--- config.mk ---
export PLATFORM = sky130hd
export DESIGN_NAME = m4vt_row_unit
export DESIGN_NICKNAME = d
export VERILOG_FILES = /design/src/rtl/m4vt_pkg.sv /design/src/rtl/m4vt_row_unit.sv
export SDC_FILE = /design/constraint.sdc
export NUM_CORES = 2
export LEC_CHECK = 0
export BUFFER_PORTS_ARGS = -buffer_cell sky130_fd_sc_hd__buf_2
export CAP_MARGIN = 20
export CORE_MARGIN = 2
export CORE_UTILIZATION = 55
export DETAILED_ROUTE_END_ITERATION = 6
export HOLD_SLACK_MARGIN = 0.15
export MAX_ROUTING_LAYER = met4
export PLACE_DENSITY = 0.7
export RECOVER_POWER = 100
export SYNTH_ARGS = -nofsm -noshare
export SYNTH_HDL_FRONTEND = slang
export SYNTH_SLANG_ARGS = --single-unit
--- constraint.sdc ---
create_clock -name clk -period 14.25 [get_ports clk]
set_input_delay 1.425 -clock clk [delete_from_list [all_inputs] [get_ports clk]]
set_output_delay 1.425 -clock clk [all_outputs]
set_load 0.01 [all_outputs]
--- src/rtl/m4vt_pkg.sv ---
`default_nettype none
// ----------------------------------------------------------------------------
// m4vt_pkg: shared definitions for the 4x4 matrix vector transform
// Widths, register indexes and the types passed between the top level and
// the row units.
// ----------------------------------------------------------------------------
package m4vt_pkg;

  localparam int ELEM_WIDTH = 16;
  localparam int FRAC_BITS  = 8;
  localparam int VEC_WIDTH  = 16;
  localparam int ROW_WIDTH  = 64;
  localparam int NUM_ROWS   = 4;
  localparam int NUM_COLS   = 4;

  localparam int PROD_WIDTH = ELEM_WIDTH + VEC_WIDTH;
  localparam int SUM_WIDTH  = PROD_WIDTH + 2;

  typedef enum logic [1:0] {
    CFG_ROW0 = 2'd0,
    CFG_ROW1 = 2'd1,
    CFG_ROW2 = 2'd2,
    CFG_ROW3 = 2'd3
  } cfg_idx_t;

  typedef logic [NUM_COLS-1:0][VEC_WIDTH-1:0] vec_t;

  typedef struct packed {
    logic [VEC_WIDTH-1:0] value;
    logic                 sat;
  } row_res_t;

  localparam logic [ROW_WIDTH-1:0] ROW0_RESET = ROW_WIDTH'(64'h0000_0000_0000_0100);
  localparam logic [ROW_WIDTH-1:0] ROW1_RESET = ROW_WIDTH'(64'h0000_0000_0100_0000);
  localparam logic [ROW_WIDTH-1:0] ROW2_RESET = ROW_WIDTH'(64'h0000_0100_0000_0000);
  localparam logic [ROW_WIDTH-1:0] ROW3_RESET = ROW_WIDTH'(64'h0100_0000_0000_0000);

endpackage
`default_nettype wire

--- src/rtl/m4vt_row_unit.sv ---
`default_nettype none
// ----------------------------------------------------------------------------
// m4vt_row_unit: one matrix row times the vector
// Registers the four element products, then sums them, floors away the
// fraction bits and clamps the result to the signed 16-bit range.
// ----------------------------------------------------------------------------
module m4vt_row_unit (
  input  logic              clk,
  input  logic              en,
  input  logic [m4vt_pkg::ROW_WIDTH-1:0] row,
  input  m4vt_pkg::vec_t    vec,
  output m4vt_pkg::row_res_t res
);
  import m4vt_pkg::*;

  localparam int ExtWidth = ROW_WIDTH + NUM_COLS * ELEM_WIDTH;
  localparam logic signed [SUM_WIDTH-1:0] SatMax = SUM_WIDTH'(32767);
  localparam logic signed [SUM_WIDTH-1:0] SatMin = -SUM_WIDTH'(32768);

  // Element bits above the top of the row read as zero.
  logic [ExtWidth-1:0] row_ext;
  logic signed [PROD_WIDTH-1:0] prod_r [NUM_COLS];
  logic signed [SUM_WIDTH-1:0]  sum;
  logic signed [SUM_WIDTH-1:0]  shifted;

  assign row_ext = {{(ExtWidth - ROW_WIDTH){1'b0}}, row};

  for (genvar c = 0; c < NUM_COLS; c++) begin : g_col
    logic signed [ELEM_WIDTH-1:0] elem;
    assign elem = $signed(row_ext[c*ELEM_WIDTH +: ELEM_WIDTH]);
    always_ff @(posedge clk) begin
      if (en) begin
        prod_r[c] <= elem * $signed(vec[c]);
      end
    end
  end

  always_comb begin
    sum = '0;
    for (int c = 0; c < NUM_COLS; c++) begin
      sum = sum + SUM_WIDTH'(prod_r[c]);
    end
    shifted = sum >>> FRAC_BITS;
    if (shifted > SatMax) begin
      res.value = VEC_WIDTH'(SatMax);
      res.sat   = 1'b1;
    end else if (shifted < SatMin) begin
      res.value = VEC_WIDTH'(SatMin);
      res.sat   = 1'b1;
    end else begin
      res.value = shifted[VEC_WIDTH-1:0];
      res.sat   = 1'b0;
    end
  end

endmodule
`default_nettype wire

== Word level (Yosys, flattened, before mapping) ==
Memories as Yosys holds them, arrays and structs flattened.
Cells that the tools add are included.
Operators by class
  add/sub/neg operators: 3
  $mul: 4
  order comparisons: 2
  multiplexer cells: 4
Operator list (number)
  16-bit by 16-bit multiplier with 32-bit output: 4
  33-bit by 32-bit adder with 34-bit output: 1
  34-bit by 32-bit adder with 34-bit output: 1
  17-bit 2-to-1 mux: 2
  32-bit by 32-bit adder with 33-bit output: 1
  26-bit by 16-bit greater-than comparator with 1-bit output (second input constant): 1
  26-bit by 16-bit < comparator with 1-bit output (second input constant): 1
  1-bit 2-to-1 mux: 2
Word-level totals
  bits in registers: 0
  RAM bits: 128
  input port bits: 130
  output and inout port bits: 17
  logic and storage cells: 14
  memories kept: 1
Memories
  prod_r: words 4, bits a word 32, rd ports 4, clocked after Yosys merged registers in 0, wr ports 4, RTL line m4vt_row_unit.sv:22  | logic signed [PROD_WIDTH-1:0] prod_r [NUM_COLS];

== Depth between registers and ports, before layout ==
An unclocked memory read counts as a cell.
  depth after elaboration: 7
  depth in mapped cells: 25
  gate-level depth less buffers: 24

== Worst setup path after synthesis ==
No wires, ideal clock.
  path type: input to register
  from: in row[10] (netlist name)
  to: mem prod_r[0][31] (netlist name), data pin
  library setup time: 0.260 ns
  arrival: 7.330 ns
  setup slack: 6.660 ns
  stages: 22
  path buffers: 1
  path through: clkbuf_1 > nand2_1 > fa_1 > fa_1 > fa_1 > fa_1 > inv_1 > fa_1 > inv_1 > fa_1 > inv_1 > ha_1 > and3_1 > a221oi_1 > o21ba_2 > a311oi_1 > a31oi_1 > o21ai_0 > a2111oi_0 > o21bai_1 > a21oi_1 > xnor2_1
RTL lines
  from (decl): RTL line m4vt_row_unit.sv:10  | input logic [m4vt_pkg::ROW_WIDTH-1:0] row,
  to (decl): RTL line m4vt_row_unit.sv:22

==> impl_metrics.toml <==
[drt]
route.detailed.drc = 1
avgViaCountPerCell = 5.311
ant_nets = 0
wl_per_cell_um = 17.54
drtIter0Drc = 1655
routed_wl_mm = 106.1
vias = 32140
firstDrtPassIters = 7

[yosys]
synthCells = 4869
yosys_warnings = 0
synthTopCellsByArea = "fa_1 48%, inv_1 10%, ha_1 9.6%"
ys_seq_area_share_pct = 8.255
synthFlopType = "edfxtp_1"
syn-cell-area_sq_um = 46560
synth_edf_count = 128
yosys.area.top_type_share_pct = 47.81
synth_seq_cells = 128
synth_area_leader_cell = "fa_1"
avgSynthCellArea_sq_um = 9.563
ys_types = 76
async_flop_share_pct = 0
syn-num-nets = 6470

[floorplanning]
die_y_um = 295.0
initial_core_util_pct = 55.64
coreArea_sq_um = 83690
die_w_um = 295.0
ios = 147
core.rowCount = 106
die-area_sq_um = 87000

[clock_tree]
ctsHoldBuffers = 0
htreeDepth = 4
clk_pin_slew_ns = 0.06
cts_tree = "done"
cts_buffers = 17
cts.repair.resized = 0
clockBufferDepth = 2
cts_setup_buffers = 0
cts-root-buf = "clkbuf_16"
cts.sinks = 128

[final_layout]
num-fill-cells = 7386
mostFrequentLayoutCell = "inv_1"
final-seq-area_sq_um = 3844
nets = 6499
multi_input_area_sq_um = 37210
top_register = "prod_r"
fin_cells = 6051
mostFrequentLayoutCells = "1301 x inv_1, 1112 x fa_1, 512 x nand2_1"
drive_gt1_share_pct = 3.665
area_growth_pct = 4.614
reg_top3 = "prod_r: 128 flops"
largest_reg_flops = 128

[sta]
drv_slew = 131
hold_viol_final = 0
setup_slack_ns = 5.524
fmax_mhz = 114.6
max_slew.worst_pin.slew_ns = 3.966
setup_viol_count_final = 0
rsz0062_at_grt = "false"
post-route-min-period_ns = 8.726
setup_tns_ns = 0
max_slew_margin_pct = -164.4
fin_crit_sh_pct = 61.24

[worst_setup_path]
path_class = "register to output port"
worst_setup_path_start_kind = "register"
cp_max_fo = 17
cp-startpoint = "prod_r[3][10]$_DFFE_PP_"
arrival_ns = 7.30
critPathCaptureType = "output port"
worst_ep_required_time_ns = 12.82

[place]
pre_cts_ws_ns = 5.868
routabilityCongestion = 0.9096
port_buffers = 146
dp_cells = 6011
hpwl_mm = 89.48

[min_path]
holdPathEnd = "prod_r[1][0]$_DFFE_PP_"
hp-start = "vec[16]"
worst_hold_path_type = "input port to register"
hold_depth = 2

[global_route]
grt_pass1_vias = 35450
grt_max_degree = 76
grt_pass1_wl_mm = 179.9
grt_antenna_before_repair = 7
track_usage_pct = 27.25
overflow = 0

[run_status]
violations = "DRC, capacitance limit, slew limit"
status = "finished with violations"

[run]
cap_violations = 2
routing by layer:
| layer | GRT usage (%) | part of all wire (%) | vias up |
|---|---|---|---|
| met5 | - | 0 | - |
| met4 | 8.375 | 3.3 | 0 |
| met3 | 3.150 | 4.6 | 224 |
| met2 | 46.45 | 52 | 763 |
| met1 | 34.27 | 40 | 16710 |
| li1 | - | - | 14440 |
cell families after synthesis:
group / synth area share (%)
AND/OR/NAND/NOR: 13.92
AO/OA/AOI/OAI: 5.479
buffers and inverters: 11.72
multiplexers: 0.08599
XOR/XNOR: 3.085
adder cells (fa/ha/maj): 57.46
flip-flops: 8.255
cell usage after synthesis (3+ instances only):
library cell	instances
nand4_1	9
inv_1	1301
o2111ai_1	4
nor2b_1	7
nor3_1	23
o22ai_1	3
o21bai_1	42
a31o_2	3
a31oi_1	8
and3_1	17
clkbuf_1	131
ha_1	359
a221o_1	3
or2_2	5
o221ai_2	10
buf_2	3
a21o_1	50
mux2i_1	4
or3_1	19
a2111oi_0	4
o31a_1	3
nand2b_1	28
o41ai_1	5
o221ai_1	6
o21ai_0	57
a211oi_1	8
a21oi_1	109
xor2_1	33
a21boi_0	5
buf_6	3
nor2_1	121
fa_1	1112
xnor2_1	131
a221oi_1	4
nand2_1	512
and2_1	507
a311oi_1	3
o21a_1	10
edfxtp_1	128
o211ai_1	8
nand3_1	29
metrics by stage:
step	hold WS, ns	instance area [sq um]	util [%]
after floorplan	1.538	46560	-
after global placement	1.972	48160	57.55
after detailed placement	1.974	48160	57.55
after CTS	1.524	48770	58.28
after global routing	1.539	48710	58.21
final	1.542	48710	58.21
cell type report:
type | count | area share (%)
diodes | 6 | 0.03082
clock buffers | 17 | 0.8733
clock inverters | 15 | 0.3750
inverters | 1301 | 10.03
multi-input cells | 3299 | 76.39
flip-flops and latches | 128 | 7.891
well taps | 1134 | 2.913
repair buffers | 151 | 1.497
worst max-delay path, stage by stage, from the launching register on:
cell       delay (ns)
edfxtp_1         0.42
inv_1            0.10
fa_1             0.44
fa_1             0.50
inv_1            0.04
ha_1             0.31
a2111oi_0        0.83
nand2b_1         0.17
o21a_1           0.17
a2111o_1         0.48
nand3_1          0.13
a21oi_1          0.09
or4_4            0.52
and3_1           0.39
nor2_1           1.17
o221ai_1         0.75
buf_2            0.36
worst max-delay path by stage:
stage / slack [ns] / cells after the start / to
after floorplan: 6.66 / 22 / prod_r[0][31]$_DFFE_PP_
after global placement: 6.05 / 22 / prod_r[0][31]$_DFFE_PP_
after detailed placement: 5.87 / 22 / prod_r[0][31]$_DFFE_PP_
after CTS: 6.33 / 22 / prod_r[0][31]$_DFFE_PP_
after global routing: 5.04 / 16 / res[10]
final: 5.52 / 16 / res[10]
Power is left out: the tool's default activity adds up to more than one toggle a clock period on the data nets, which glitch-free logic cannot reach.
